## config.mk

```make
export PLATFORM = sky130hd
export DESIGN_NAME = lbb_label_map
export DESIGN_NICKNAME = d
export VERILOG_FILES = /design/src/rtl/core/lbb_pkg.sv /design/src/rtl/core/lbb_label_map.sv
export SDC_FILE = /design/constraint.sdc
export NUM_CORES = 2
export LEC_CHECK = 0
export BUFFER_PORTS_ARGS = -buffer_cell sky130_fd_sc_hd__buf_2
export CELL_PAD_IN_SITES_DETAIL_PLACEMENT = 0
export CELL_PAD_IN_SITES_GLOBAL_PLACEMENT = 1
export CORE_MARGIN = 3
export CORE_UTILIZATION = 45
export CTS_CLUSTER_SIZE = 30
export DETAILED_ROUTE_END_ITERATION = 10
export GPL_TIMING_DRIVEN = 0
export PLACE_DENSITY = 0.64
export SLEW_MARGIN = 20
export SYNTH_ARGS = -nofsm -noshare
export SYNTH_HDL_FRONTEND = slang
export SYNTH_SLANG_ARGS = --single-unit
```

## constraint.sdc

```tcl
create_clock -name clk -period 11.35 [get_ports clk]
set_clock_uncertainty 0.15 [all_clocks]
set_input_delay 2.27 -clock clk [delete_from_list [all_inputs] [get_ports clk]]
set_output_delay 2.27 -clock clk [all_outputs]
set_load 0.005 [all_outputs]
```

## src/rtl/core/lbb_pkg.sv

```systemverilog
`timescale 1ns / 1ps
`default_nettype none

package lbb_pkg;

  // Width of the slot index, slot select and slot count fields.
  localparam int SLOT_OUT_W = 8;

  // Request operation codes.
  typedef enum logic [1:0] {
    OP_CLEAR = 2'd0,
    OP_PIXEL = 2'd1,
    OP_READ  = 2'd2,
    OP_IDLE  = 2'd3
  } op_t;

  // Result status codes.
  typedef enum logic [1:0] {
    ST_DONE       = 2'd0,
    ST_BACKGROUND = 2'd1,
    ST_UNALLOC    = 2'd2
  } status_t;

  // How the second stage forms the box of a result.
  typedef enum logic [1:0] {
    BOX_ZERO   = 2'd0,
    BOX_NEW    = 2'd1,
    BOX_UPDATE = 2'd2,
    BOX_READ   = 2'd3
  } box_mode_t;

  // Control word handed from the label stage to the box stage.
  typedef struct packed {
    logic      valid;
    status_t   status;
    box_mode_t mode;
  } stage_ctrl_t;

endpackage

`default_nettype wire

```

## src/rtl/core/lbb_label_map.sv

```systemverilog
`timescale 1ns / 1ps
`default_nettype none

module lbb_label_map #(
  parameter int COORD_BITS = 12,
  parameter int LABEL_BITS = 8
) (
  input  wire logic                              clk,
  input  wire logic                              rst_n,
  input  wire logic                              accept,
  input  wire lbb_pkg::op_t                      in_op,
  input  wire logic [COORD_BITS-1:0]             in_row,
  input  wire logic [COORD_BITS-1:0]             in_col,
  input  wire logic [LABEL_BITS-1:0]             in_label,
  input  wire logic [lbb_pkg::SLOT_OUT_W-1:0]    in_sel,
  output lbb_pkg::stage_ctrl_t                   s2_ctrl_r,
  output logic [LABEL_BITS-1:0]                  s2_slot_r,
  output logic [COORD_BITS-1:0]                  s2_row_r,
  output logic [COORD_BITS-1:0]                  s2_col_r,
  output logic [lbb_pkg::SLOT_OUT_W-1:0]         s2_index_r,
  output logic [lbb_pkg::SLOT_OUT_W-1:0]         s2_count_r,
  output logic                                   box_rd_en,
  output logic [LABEL_BITS-1:0]                  box_rd_addr
);

  localparam int SlotOutW   = lbb_pkg::SLOT_OUT_W;
  localparam int LabelDepth = 2 ** LABEL_BITS;
  localparam logic [LABEL_BITS-1:0] SlotOne = LABEL_BITS'(1);

  // First stage registers, loaded on every accepted request.
  logic                    s1_valid_r;
  lbb_pkg::op_t            s1_op_r;
  logic [COORD_BITS-1:0]   s1_row_r;
  logic [COORD_BITS-1:0]   s1_col_r;
  logic [LABEL_BITS-1:0]   s1_label_r;
  logic [SlotOutW-1:0]     s1_sel_r;

  // Label state: seen flags in flops, slot numbers in a memory.
  logic [LabelDepth-1:0]   seen_r;
  logic [LabelDepth-1:0]   seen_nxt;
  logic [LABEL_BITS-1:0]   slots_used_r;
  logic [LABEL_BITS-1:0]   slots_used_nxt;
  logic [LABEL_BITS-1:0]   label_slot_mem [LabelDepth];
  logic [LABEL_BITS-1:0]   slot_q_r;
  logic                    slot_byp_hit_r;
  logic [LABEL_BITS-1:0]   slot_byp_r;

  logic                    map_wr_en;
  logic [LABEL_BITS-1:0]   known_slot;
  logic [LABEL_BITS-1:0]   alloc_count;

  lbb_pkg::stage_ctrl_t    ctrl_nxt;
  logic [LABEL_BITS-1:0]   slot_nxt;
  logic [SlotOutW-1:0]     index_nxt;
  logic [SlotOutW-1:0]     count_nxt;

  // The slot memory read was issued when the request was accepted; a slot
  // allocated by the previous request at that same edge comes from the bypass.
  assign known_slot  = slot_byp_hit_r ? slot_byp_r : slot_q_r;
  assign alloc_count = slots_used_r + SlotOne;

  // Label lookup, slot allocation and clear.
  always_comb begin
    seen_nxt       = seen_r;
    slots_used_nxt = slots_used_r;
    map_wr_en      = 1'b0;
    ctrl_nxt.valid  = s1_valid_r;
    ctrl_nxt.status = lbb_pkg::ST_DONE;
    ctrl_nxt.mode   = lbb_pkg::BOX_ZERO;
    slot_nxt       = known_slot;
    index_nxt      = '0;
    count_nxt      = SlotOutW'(slots_used_r);
    box_rd_en      = 1'b0;
    box_rd_addr    = known_slot;
    if (s1_valid_r) begin
      case (s1_op_r)
        lbb_pkg::OP_CLEAR: begin
          seen_nxt       = '0;
          slots_used_nxt = '0;
          count_nxt      = '0;
        end
        lbb_pkg::OP_PIXEL: begin
          if (s1_label_r == '0) begin
            ctrl_nxt.status = lbb_pkg::ST_BACKGROUND;
          end else if (!seen_r[s1_label_r]) begin
            seen_nxt[s1_label_r] = 1'b1;
            map_wr_en      = 1'b1;
            slots_used_nxt = alloc_count;
            slot_nxt       = slots_used_r;
            index_nxt      = SlotOutW'(slots_used_r);
            count_nxt      = SlotOutW'(alloc_count);
            ctrl_nxt.mode  = lbb_pkg::BOX_NEW;
          end else begin
            index_nxt      = SlotOutW'(known_slot);
            ctrl_nxt.mode  = lbb_pkg::BOX_UPDATE;
            box_rd_en      = 1'b1;
          end
        end
        lbb_pkg::OP_READ: begin
          index_nxt = s1_sel_r;
          if (s1_sel_r >= SlotOutW'(slots_used_r)) begin
            ctrl_nxt.status = lbb_pkg::ST_UNALLOC;
          end else begin
            ctrl_nxt.mode = lbb_pkg::BOX_READ;
            box_rd_en     = 1'b1;
            box_rd_addr   = s1_sel_r[LABEL_BITS-1:0];
          end
        end
        default: begin
        end
      endcase
    end
  end

  // Control registers.
  always_ff @(posedge clk) begin
    if (!rst_n) begin
      s1_valid_r   <= 1'b0;
      seen_r       <= '0;
      slots_used_r <= '0;
      s2_ctrl_r    <= '0;
    end else begin
      s1_valid_r   <= accept;
      seen_r       <= seen_nxt;
      slots_used_r <= slots_used_nxt;
      s2_ctrl_r    <= ctrl_nxt;
    end
  end

  // Payload registers of both stages.
  always_ff @(posedge clk) begin
    s1_op_r    <= in_op;
    s1_row_r   <= in_row;
    s1_col_r   <= in_col;
    s1_label_r <= in_label;
    s1_sel_r   <= in_sel;
    s2_slot_r  <= slot_nxt;
    s2_row_r   <= s1_row_r;
    s2_col_r   <= s1_col_r;
    s2_index_r <= index_nxt;
    s2_count_r <= count_nxt;
  end

  // Label to slot memory with registered read and write-to-read bypass.
  always_ff @(posedge clk) begin
    if (map_wr_en) begin
      label_slot_mem[s1_label_r] <= slots_used_r;
    end
    slot_q_r       <= label_slot_mem[in_label];
    slot_byp_hit_r <= map_wr_en && (s1_label_r == in_label);
    slot_byp_r     <= slots_used_r;
  end

  // Every allocated slot belongs to exactly one seen label.
  assert property (@(posedge clk) disable iff (!rst_n)
    $countones(seen_r) == slots_used_r)
    else $error("slot count differs from number of seen labels");

  // Background never gets a slot.
  assert property (@(posedge clk) disable iff (!rst_n)
    !seen_r[0])
    else $error("background label marked as seen");

  // A clear leaves an empty table behind.
  assert property (@(posedge clk) disable iff (!rst_n)
    s1_valid_r && (s1_op_r == lbb_pkg::OP_CLEAR) |=> (slots_used_r == '0) && (seen_r == '0))
    else $error("table not empty after clear");

endmodule

`default_nettype wire

```

==> flow_summary.json <==
{
  "outcome": "complete, no violations",
  "netlist_top_cells_count": "edfxtp_1 (2048), mux4_2 (736), dfxtp_1 (377)",
  "dr.pass1.iters": 6,
  "r2r-start": "s1_label_r[3]",
  "nets": 5237,
  "grt_max_degree": 73,
  "n_fill_cell": 16100,
  "synth_cells": 4635,
  "multi_input_area_sq_um": 23500,
  "crit_family": "buffers and inverters",
  "ys_types": 64,
  "htree_levels": 5,
  "worstSetupEndpointType": "output pin",
  "grt_pass1_wl_um": 388000,
  "grt_overflow_total": 0,
  "slew-limit-headroom_pct": 16.8,
  "syn_area_sq_um": 93400,
  "hold_class": "reg -> reg",
  "rrSetupSlack_ns": 5.19,
  "slew_violations": 0,
  "synth_top_area_share_pct": 65.9,
  "hpwl_um": 197000,
  "area_growth_pct": 16.1,
  "drive_gt1_share_pct": 31.0,
  "num_rows": 166,
  "dpl.cell_count": 7588,
  "reg2reg_depth": 12,
  "arrival_ns": 4.77,
  "post-route-min-period_ns": 7.19,
  "holdPathEnd": "s2_row_r[10]",
  "final_cells": 8063,
  "cp_data_required_time_ns": 8.93,
  "async_reset_ff_share_pct": 0,
  "totalWireLength_um": 278000,
  "fmax_ghz": 0.139,
  "cts.path.max_buffers": 4,
  "syn_area_per_cell_sq_um": 20.1,
  "port_buffers": 106,
  "die_x_um": 461,
  "crit_fanout": 10,
  "io_pins": 107,
  "cp_num_buf_inv": 4,
  "cap_violations": 0,
  "min_from": "s1_row_r[10]",
  "hold_viol": 0,
  "cp_common_cell": "buf_2",
  "cts.sinks": 2425,
  "regToRegEndpoint": "label_slot_mem[90][6]",
  "yosysTopAreaCell": "edfxtp_1",
  "cts_setup_buffers": 0,
  "ys_ff_latch": 2425,
  "synthTopCellsByArea": "edfxtp_1 (66%), mux4_2 (18%), dfxtp_1 (8.1%), nand2_1 (1.3%), o21ai_0 (0.92%)",
  "root_buffer": "clkbuf_16",
  "die_h_um": 461,
  "antenna_found_initial": 15,
  "path_class": "reg -> out",
  "cts_inserted_buffers": 277,
  "rsz0062_at_grt": "no",
  "synth-main-ff-cell": "edfxtp_1",
  "grt_util_all_layers_pct": 26.3,
  "routed_via_density": 6.19,
  "path_cells": "buf_2 > buf_1 > buf_2 > mux2i_1 > nor3_1 > nor4_1 > o211a_2 > nor2_2 > nand2_1 > a21oi_1 > buf_2",
  "synth_seq_area_share_pct": 74.0,
  "cts_hold_buf": 0,
  "initial_core_util_pct": 45.4,
  "clock_latency_ns": 0.93,
  "ant_nets": 0,
  "gp_congestion": 0.890,
  "core_area_sq_um": 205000,
  "num_vias": 49900,
  "grt_pass1_vias": 49400,
  "slowest_stage": "buf_1",
  "cts_tree": "yes",
  "slowest_delay_ns": 0.70,
  "final_util_pct": 52.7,
  "wl_per_cell_um": 34.5,
  "ir_worst_vdd_v": 0.000156,
  "tightest_slew_ns": 1.25,
  "setup_viol": 0,
  "synth_most_common_cell": "edfxtp_1",
  "leakage_nw": 30.4,
  "drc_errors": 0,
  "clk_pin_slew_worst_paths_ns": 0.06,
  "drtIter0Drc": 6528,
  "ctsResizeCount": 0,
  "cp-start-kind": "register",
  "synth_edf_count": 2048,
  "dieArea_sq_um": 213000,
  "ff_latch_area_sq_um": 69100,
  "ys_warn_count": 0,
  "powerDensity_nw_per_um2": 173,
  "period_share_pct": 63.4,
  "min_path_cells": 0
}
## placed cells by master (no fill, tap or decap), types with 9 or more instances in the layout
| cell | instances |
|---|---|
| edfxtp_1 | 2048 |
| mux4_2 | 736 |
| dfxtp_1 | 369 |
| nand2_1 | 312 |
| clkbuf_16 | 290 |
| buf_2 | 220 |
| clkbuf_1 | 209 |
| o21ai_0 | 172 |
| nor2_1 | 162 |
| nand3_1 | 76 |
| buf_4 | 67 |
| nor4_2 | 58 |
| o21a_1 | 58 |
| nor3_2 | 51 |
| clkinv_1 | 47 |
| clkinv_2 | 42 |
| mux2i_1 | 38 |
| buf_6 | 29 |
| mux2_2 | 27 |
| buf_1 | 25 |
| clkbuf_2 | 24 |
| o31ai_1 | 22 |
| buf_16 | 19 |
| bufinv_16 | 17 |
| inv_1 | 16 |
| buf_12 | 16 |
| clkbuf_8 | 15 |
| o21ai_1 | 14 |
| ha_1 | 12 |
| nor2b_1 | 11 |
| a21oi_1 | 9 |
| nor2_4 | 9 |
## worst max-delay path by stage
stage	from	endpoint	slack, ns	cells past startpoint
6_report	s1_label_r[3]	box_rd_en	4.16	11
5_1_grt	slots_used_r[4]	box_rd_addr[4]	3.84	9
4_1_cts	slots_used_r[4]	box_rd_addr[3]	4.24	9
3_5_place_dp	in_label[1]	slot_q_r[3]	3.63	8
3_3_place_gp	slots_used_r[2]	box_rd_addr[3]	-3.60	9
2_1_floorplan	slots_used_r[2]	box_rd_addr[0]	2.67	8
## registers in the layout, indices dropped and copies added, names as in the netlist, 5 cells and up
| register | flops |
|---|---|
| label_slot_mem | 2048 |
| seen_r | 256 |
| s1_col_r | 12 |
| s1_row_r | 12 |
| s2_col_r | 12 |
| s2_row_r | 12 |
| s1_label_r | 8 |
| s1_sel_r | 8 |
| s2_count_r | 8 |
| s2_index_r | 8 |
| s2_slot_r | 8 |
| slot_byp_r | 8 |
| slot_q_r | 8 |
| slots_used_r | 8 |
| s2_ctrl_r | 5 |
## power by group
part | total, mW | switching (mW) | internal, mW
combinational | 0.608 | 0.420 | 0.188
clock | 8.61 | 3.49 | 5.12
sequential | 9.56 | 0.0103 | 9.55
total | 18.8 | 3.92 | 14.9
## metrics by stage
| stage | worst slack [ns] | total power [mW] | setup TNS [ns] | instance area (sq um) | hold slack (ns) |
|---|---|---|---|---|---|
| 2_1_floorplan | 2.67 | 10.1 | 0 | 93400 | 0.160 |
| 3_3_place_gp | -3.60 | 10.4 | -34.95 | 97300 | 0.160 |
| 3_5_place_dp | 3.63 | 10.4 | 0 | 99700 | 0.162 |
| 4_1_cts | 4.24 | 18.9 | 0 | 108000 | 0.176 |
| 5_1_grt | 3.84 | 19.3 | 0 | 108000 | 0.180 |
| 6_report | 4.16 | 18.8 | 0 | 108000 | 0.174 |
## worst register-to-register path: cells and delay by family, from the launching register on
family	cells	cell delay, ns
buffers and inverters	5	2.25
and+or+nand+nor	5	2.26
muxes	1	0.35
DFF	1	0.32
AOI/OAI and AO/OA	1	0.39
## per-layer routing
metal  share of wire [%]  up-vias  global-route usage (%)
met5                   0        -                       0
met4                 4.3        0                    10.5
met3                 8.6      474                    4.75
met2                  46     2528                    39.8
met1                  41    26800                    38.2
li1                    -    20100                       -
## cell families after synthesis
family / synth area share [%]
flip-flops: 74.0
multiplexers: 18.5
XOR/XNOR: 0.0751
AND/OR/NAND/NOR: 3.62
other: 0.00402
adder cells (fa/ha/maj): 0.161
AO/OA/AOI/OAI: 2.14
buffers and inverters: 1.55
## final cells by class
cell class / instances / share of cell area [%]
Clock inverter: 118 / 0.917
Buffer: 309 / 1.31
Multi-Input combinational cell: 1892 / 21.7
Sequential cell: 2425 / 63.8
Timing Repair Buffer: 259 / 2.10
Inverter: 16 / 0.0554
Tap cell: 2688 / 3.10
Antenna cell: 3 / 0.00693
Clock buffer: 353 / 7.05
(Power assumes the default switching activity.)
